### src/sv/tce_pkg.sv
// shared types and constants for the two-register execute step
// opcode codes, memory and program sizes, and the decoded request passed front to back
// no dependencies
`default_nettype none

package tce_pkg;

   localparam int DATA_WORDS    = 256;
   localparam int PROGRAM_DEPTH = 256;
   localparam int ADDR_W        = $clog2(DATA_WORDS);
   localparam int PC_W          = $clog2(PROGRAM_DEPTH);
   localparam int WORD_W        = 32;
   localparam int QUEUE_DEPTH   = 2;
   localparam int QPTR_W        = $clog2(QUEUE_DEPTH);
   localparam int QCNT_W        = $clog2(QUEUE_DEPTH + 1);

   typedef enum logic [3:0] {
      OP_MOV   = 4'd0,
      OP_ADD   = 4'd1,
      OP_SUB   = 4'd2,
      OP_CMP   = 4'd3,
      OP_JZ    = 4'd4,
      OP_JN    = 4'd5,
      OP_JMP   = 4'd6,
      OP_LOAD  = 4'd7,
      OP_STORE = 4'd8
   } opcode_type;

   typedef struct packed {
      opcode_type          op;
      logic                illegal;
      logic                reg_sel;
      logic [WORD_W-1:0]   operand;
      logic                addr_ok;
      logic                target_ok;
   } instr_type;

endpackage

`default_nettype wire

### src/sv/tce_front.sv
// front end: takes requests, decodes and range-checks them, and queues them
// for the execute back end; uses tce_pkg
`default_nettype none

module tce_front (
   input  wire logic                        clock,
   input  wire logic                        reset,
   input  wire logic                        req_valid,
   output logic                             req_stall,
   input  wire logic [3:0]                  req_func,
   input  wire logic                        req_reg_sel,
   input  wire logic signed [31:0]          req_operand,
   input  wire logic                        pop,
   output logic                             head_valid,
   output tce_pkg::instr_type               head
);

   tce_pkg::instr_type                 entry_ff [tce_pkg::QUEUE_DEPTH];
   tce_pkg::instr_type                 dec;
   logic [tce_pkg::QPTR_W-1:0]         wr_ptr_ff, wr_ptr_in;
   logic [tce_pkg::QPTR_W-1:0]         rd_ptr_ff, rd_ptr_in;
   logic [tce_pkg::QCNT_W-1:0]         count_ff, count_in;
   logic                               push;

   // classify the request
   always_comb begin
      dec.op        = tce_pkg::opcode_type'(req_func);
      dec.illegal   = (req_func > 4'(tce_pkg::OP_STORE));
      dec.reg_sel   = req_reg_sel;
      dec.operand   = req_operand;
      dec.addr_ok   = !req_operand[31] &&
                      (req_operand < 32'(tce_pkg::DATA_WORDS));
      dec.target_ok = !req_operand[31] &&
                      (req_operand < 32'(tce_pkg::PROGRAM_DEPTH));
   end

   assign req_stall  = (count_ff == tce_pkg::QCNT_W'(tce_pkg::QUEUE_DEPTH));
   assign push       = req_valid && !req_stall;
   assign head_valid = (count_ff != '0);
   assign head       = entry_ff[rd_ptr_ff];

   always_comb begin
      wr_ptr_in = wr_ptr_ff;
      rd_ptr_in = rd_ptr_ff;
      count_in  = count_ff;
      if (push) begin
         wr_ptr_in = (wr_ptr_ff == tce_pkg::QPTR_W'(tce_pkg::QUEUE_DEPTH - 1)) ?
                     '0 : wr_ptr_ff + 1'b1;
      end
      if (pop) begin
         rd_ptr_in = (rd_ptr_ff == tce_pkg::QPTR_W'(tce_pkg::QUEUE_DEPTH - 1)) ?
                     '0 : rd_ptr_ff + 1'b1;
      end
      if (push && !pop) begin
         count_in = count_ff + 1'b1;
      end else if (pop && !push) begin
         count_in = count_ff - 1'b1;
      end
   end

   always_ff @(posedge clock) begin
      if (reset) begin
         wr_ptr_ff <= '0;
         rd_ptr_ff <= '0;
         count_ff  <= '0;
      end else begin
         wr_ptr_ff <= wr_ptr_in;
         rd_ptr_ff <= rd_ptr_in;
         count_ff  <= count_in;
      end
   end

   always_ff @(posedge clock) begin
      if (push) begin
         entry_ff[wr_ptr_ff] <= dec;
      end
   end

endmodule

`default_nettype wire

### config.mk
export PLATFORM = sky130hd
export DESIGN_NAME = tce_front
export DESIGN_NICKNAME = d
export VERILOG_FILES = /design/src/sv/tce_pkg.sv /design/src/sv/tce_front.sv
export SDC_FILE = /design/constraint.sdc
export NUM_CORES = 1
export LEC_CHECK = 0
export BUFFER_PORTS_ARGS = -buffer_cell sky130_fd_sc_hd__buf_2
export CORE_ASPECT_RATIO = 1.25
export CORE_MARGIN = 10
export CORE_UTILIZATION = 45
export DETAILED_ROUTE_END_ITERATION = 10
export GPL_TIMING_DRIVEN = 1
export HOLD_SLACK_MARGIN = 0.12
export PLACE_DENSITY = 0.75
export SETUP_SLACK_MARGIN = 0.2
export SYNTH_ARGS = -nofsm -noshare
export SYNTH_HDL_FRONTEND = slang
export SYNTH_SLANG_ARGS = --single-unit
export TNS_END_PERCENT = 5
### constraint.sdc
create_clock -name clock -period 2.8 [get_ports clock]
set_input_delay 0.42 -clock clock [delete_from_list [all_inputs] [get_ports clock]]
set_output_delay 0.42 -clock clock [all_outputs]
set_load 0.03 [all_outputs]
==> qor.yml, run 1 <==
synthesis:
  synth_nets: 199
  synthDistinctLibCells: 21
  yosys_warnings: 0
  synth_area_per_cell_um2: 19.72
  synthCells: 157
  syn_area_um2: 3097
  ys_seq_area_frac: 0.7887
  synth_seq_cells: 83
pwr:
  leakage_nw: 1.425
  p_sw_frac: 0.2749
  p_sw_mw: 0.7950
  power.internal_mw: 2.097
  p_total_mw: 2.892
  pwr_density_cell_nw_per_um2: 759.2
  seq_power_share: 0.534
  clkPwrFrac: 0.270
  ir_drop_mv: 0.4549
  comb_power_share: 0.197
final_layout:
  finish.utilization: 0.5729
  drive_above_1_share: 0.5613
  final_nets: 291
  areaGrowthSynthToFinish_pct: 22.99
  nFillCells: 509
sta:
  slew_violations: 0
  final.setup.tns_ns: 0
  timing.fmax_mhz: 456.9
  setup_viol: 0
  max_slew_margin: 0.6493
  hold_violations: 0
  clock_skew_ns: 0.007886
  post-route-period-util: 0.7817
  fin_hold_ws_ns: 0.2730
  rsz0062_at_grt: "no"
  period_minus_slack_ns: 2.189
  worstMarginPinSlew_ns: 0.5261
detailed_routing:
  viasPerCell: 4.903
  drt_iter0_markers: 106
  vias: 1672
  first_pass_iters: 4
  ant_nets: 0
  wire_per_inst_um: 17.29
  drc: 0
  routed_wl_mm: 5.896
floorplanning:
  die_w_um: 94.20
  core_area_um2: 6648
  rows: 33
  die_y_um: 112.7
  pin_count: 83
  dieArea_um2: 10620
  initial_core_util: 0.4658
worst_setup_path:
  crit_type: "reg -> out"
  r2r_start: "count_ff[1]"
  cp_data_required_time_ns: 2.38
  critPathMaxFanout: 20
  end_kind: "output pin"
  worstPathArrival_ns: 1.77
  critPathLaunchType: "register"
placement:
  hpwl_mm: 4.313
  place_congestion: 0.7042
  port_buffers: 82
job:
  cap_violations: 0
clocking:
  path_clk_slew_ns: 0.08
  numCtsBuffers: 9
  ctsHoldBuffers: 0
  clk_latency_ns: 0.33
  cts_tree: "yes"
  cts_num_sinks: 83
  clk_path_buf_depth: 2
  cts_setup_buffers: 0
  cts_max_level: 3
  cts_resized: 0
  root_buffer: "clkbuf_8"
global_routing:
  track_usage: 0.1149
  grt_pass1_vias: 1837
  grt_overflow: 0
  grt_pass1_wl_mm: 9.411
  grt_max_degree: 40
  antenna_found_initial: 1
outcome:
  outcome: "finished clean"
worst_hold_path:
  min_from: "req_operand[3]"
  hold_path.class: "in -> reg"
## synthesized netlist by cell type
library cell  count  area share
nand4_1           1      0.0020
buf_4             2      0.0048
or3_1             2      0.0040
o21ai_0           2      0.0032
nor4_1            6       0.012
nor2b_2           1      0.0028
buf_2             2      0.0032
xor2_1            2      0.0057
edfxtp_1         78        0.76
nor2_1            5      0.0061
a21oi_1           2      0.0032
and2_1            1      0.0020
mux2_2           39        0.14
xnor2_1           1      0.0028
nand2_1           1      0.0012
inv_1             3      0.0036
or2_2             1      0.0020
dfxtp_1           5       0.032
ha_1              1      0.0040
buf_6             1      0.0036
o31a_1            1      0.0028
## worst paths after layout
check             cells after the start         endpoint  slack, ns
setup / recovery                      3          head[0]       0.61
hold / removal                        1   entry_ff[0][5]       0.27
setup reg to reg                      4  entry_ff[1][31]       1.20
hold reg to reg                       2        wr_ptr_ff       0.49
## sequential cells by signal (all words and copies together) (netlist names), named ones only
name / count
rd_ptr_ff: 1
count_ff: 2
entry_ff: 78
wr_ptr_ff: 1
## per-stage QoR
step	setup slack, ns	area (µm²)	cells
final	0.6111	3809	341
after global routing	0.5038	3809	341
after CTS	0.5639	3806	340
after detailed placement	0.9356	3625	325
after global placement	0.9406	3625	325
after floorplan	0.7731	3097	157
## logic make-up after synthesis
logic type                 after synthesis  share of synthesized area
AOI/OAI and AO/OA                        5                   0.009294
xor gates and xnor gates                 3                   0.008486
adders and majority gates                1                   0.004040
buffers and inverters                    8                    0.01535
DFF                                     83                     0.7887
muxes                                   39                     0.1418
and+or+nand+nor                         18                    0.03233
## power by group through the flow
stage,registers (mW),clock network (mW),logic (mW)
2_1_floorplan,1.55,0,0.408
4_1_cts,1.55,0.800,0.580
3_5_place_dp,1.57,0,0.578
6_report,1.54,0.780,0.569
5_1_grt,1.56,0.854,0.611
3_3_place_gp,1.57,0,0.573
## placed cells by master (no fill, tap or decap), types with 2 or more instances in the layout
cell / count
clkinv_1: 2
buf_2: 82
or3_1: 2
clkbuf_8: 9
clkinvlp_4: 2
a21oi_1: 2
o21ai_0: 2
nor2_1: 5
buf_4: 3
edfxtp_1: 78
inv_1: 3
xor2_1: 2
mux2_2: 39
nor4_1: 6
dfxtp_1: 4
## per-layer routing
metal	global-route usage	routed length, µm	share of wire
met5	0	0	0
met4	0.04873	67	0.011
met3	0.04431	437	0.074
met2	0.1922	3184	0.54
met1	0.1261	2207	0.37
## worst max-delay path: stages, from the launching register on
cell and delay, ns:
dfxtp_2 0.64, buf_12 0.24, mux2_2 0.37, buf_2 0.19
## cell type report
type,instances,area [µm²],area share
multi-input combinational,66,608.1,0.1597
inverter,3,11.26,0.002957
tap,87,108.9,0.02858
antenna,1,2.502,0.0006570
clock inverter,6,57.56,0.01511
sequential,83,2444,0.6416
timing repair buffer,86,452.9,0.1189
clock buffer,9,123.9,0.03252
No activity file was read; power rests on OpenSTA's default activity.
==> inputs of run 2 (changes only) <==
ABC_AREA = 1   (was unset)
clock period = 2.2 ns   (was 2.8 ns; I/O delays follow)
==> run 2 against run 1 <==
First-iteration DRC count fell by 42%; clock skew barely moved; final area rose by 3.6%; wire length rose by 1.1%; count of clock-buffer cells in the layout rose by 1; total power rose by 29%; clock power rose by 45%; critical path type unchanged; critical endpoint unchanged; largest power group unchanged.
==> qor.yml, run 2 <==
detailed_routing:
  ant_nets: 0
  viasPerCell: 4.742
  drt_iter0_markers: 62
  drc: 0
  wire_per_inst_um: 16.33
  vias: 1731
  first_pass_iters: 4
  routed_wl_mm: 5.962
worst_setup_path:
  max_stage_delay_ns: 0.38
  r2r_setup_slack_ns: 0.47
  crit_buf_inv: 2
  r2r.worst_path.cells: 9
  r2r_end: "count_ff[1]"
  critPathLaunchType: "register"
  crit_type: "reg -> out"
  path_cells: "buf_12 -> mux2_2 -> buf_2"
  cp_data_required_time_ns: 1.87
  crit_family: "buffers and inverters"
  crit_cells: 3
  crit_end: "head[0]"
  end_kind: "output pin"
  critPathMaxFanout: 39
  worstPathArrival_ns: 1.50
  slowest_stage: "mux2_2"
  r2r_start: "count_ff[1]"
global_routing:
  grt_pass1_vias: 1892
  grt_max_degree: 40
  grt_overflow: 0
  track_usage: 0.1090
  grt_pass1_wl_mm: 9.032
  antenna_found_initial: 0
worst_hold_path:
  hold_path.class: "in -> reg"
synthesis:
  yosysTopAreaCell: "edfxtp_1"
  yosys.cell_count.top_type: "edfxtp_1"
  synthArstFlopShare: 0
  ys_seq_area_frac: 0.7649
  synth-edff-count: 78
  synth_area_per_cell_um2: 17.84
  synthDistinctLibCells: 18
  syn_area_um2: 3193
  synth_commonest_cells: "edfxtp_1, mux2_2, nor2_1"
  synth.top_cell.area_share: 0.7335
  synthCells: 179
  yosys_warnings: 0
  ys.flop_type: "edfxtp_1"
  synth_seq_cells: 83
  synth_nets: 221
  synthTopCellsByArea: "edfxtp_1, mux2_2, mux2_4"
sta:
  period_minus_slack_ns: 1.827
  hold_violations: 0
  clock_skew_ns: 0.007586
  final.setup.tns_ns: 0
  worstMarginPinSlew_ns: 0.5001
  setup_viol: 0
  max_slew_margin: 0.6644
  rsz0062_at_grt: "no"
  post-route-period-util: 0.8306
  timing.fmax_mhz: 547.2
  slew_violations: 0
clocking:
  numCtsBuffers: 9
  clk_latency_ns: 0.33
  cts_setup_buffers: 0
  ctsHoldBuffers: 0
  cts_num_sinks: 83
  path_clk_slew_ns: 0.08
  clk_path_buf_depth: 2
  cts_max_level: 3
  root_buffer: "clkbuf_8"
  cts_resized: 0
  cts_tree: "yes"
pwr:
  leakage_nw: 1.533
  pwr_density_cell_nw_per_um2: 942.5
  p_total_mw: 3.718
  ir_drop_mv: 0.5549
outcome:
  outcome: "finished clean"
job:
  cap_violations: 0
floorplanning:
  rows: 34
  die_y_um: 114.2
  dieArea_um2: 10890
  initial_core_util: 0.4605
  die_w_um: 95.34
  core_area_um2: 6934
  pin_count: 83
final_layout:
  areaGrowthSynthToFinish_pct: 23.55
  top_register: "entry_ff"
  reg_top3: "entry_ff x78, count_ff x2"
  largest_reg_flops: 78
  diodes: 0
  mostFrequentLayoutCells: "buf_2, edfxtp_1, mux2_2"
  drive_above_1_share: 0.5164
  final_nets: 313
  post-route-cell-area_um2: 3945
  final_common_cell: "buf_2"
placement:
  port_buffers: 82
  hpwl_mm: 4.182
  place_congestion: 0.7096
  postPlaceCellArea_um2: 3739
run 2: worst min-delay path by stage:
stage                        start             end  slack [ns]  cells after the start
CTS                 req_operand[4]  entry_ff[1][6]        0.15                      1
finish              req_operand[2]  entry_ff[0][4]        0.17                      1
global route        req_operand[2]  entry_ff[0][4]        0.15                      1
global placement         rd_ptr_ff       rd_ptr_ff        0.49                      2
floorplan                    reset        register        0.40                      1
detailed placement       rd_ptr_ff       rd_ptr_ff        0.50                      2
run 2: stage by stage:
stage | std cells | utilization | hold slack (ns) | setup WS [ns]
after CTS | 365 | 0.5689 | 0.1540 | 0.3506
after global routing | 365 | 0.5689 | 0.1477 | 0.3075
after floorplan | 179 | - | 0.4024 | -0.3728
final | 365 | 0.5689 | 0.1748 | 0.3727
after detailed placement | 350 | 0.5392 | 0.5027 | 0.4888
after global placement | 350 | 0.5392 | 0.4947 | 0.6437
run 2: cells by family (layout without fill, tap and decap cells):
group / Yosys count / count (layout) / share of synthesized area
AO/OA/AOI/OAI: 5 / 5 / 0.009010
buffers and inverters: 14 / 110 / 0.02586
XOR/XNOR: 1 / 1 / 0.002743
flip-flops: 83 / 83 / 0.7649
multiplexers: 39 / 39 / 0.1493
adder cells (fa/ha/maj): 1 / 1 / 0.003918
AND/OR/NAND/NOR: 36 / 36 / 0.04428
run 2: per-layer routing:
layer  up-vias  part of all wire  GRT usage  routed length [µm]
met3         9             0.062    0.03740                 367
li1        844                 -          -                   -
met4         0             0.018    0.05400                 108
met1       827              0.38     0.1130                2276
met5         -                 0          0                   0
met2        51              0.54     0.1895                3209
run 2: area by class of cell:
cell class	instances	area [µm²]
flip-flops and latches	83	2444
well taps	90	112.6
fillers	558	2989
repair buffers	86	465.4
clock inverters	5	78.83
clock buffers	10	127.6
multi-input cells	82	683.2
inverters	9	33.78
run 2: power breakdown:
group,leakage (nW),switching [mW],internal [mW]
combinational,0.656,0.439,0.241
clock,0.106,0.498,0.632
sequential,0.771,0.0335,1.88
run 2: worst register-to-register path, stage by stage (launching register included):
cell and delay, ns:
dfxtp_1 0.34, inv_1 0.08, o21ai_1 0.42, inv_1 0.14
ha_1 0.34, inv_1 0.09, nand3_1 0.09, nand2_1 0.06
inv_1 0.04, nor2_1 0.08
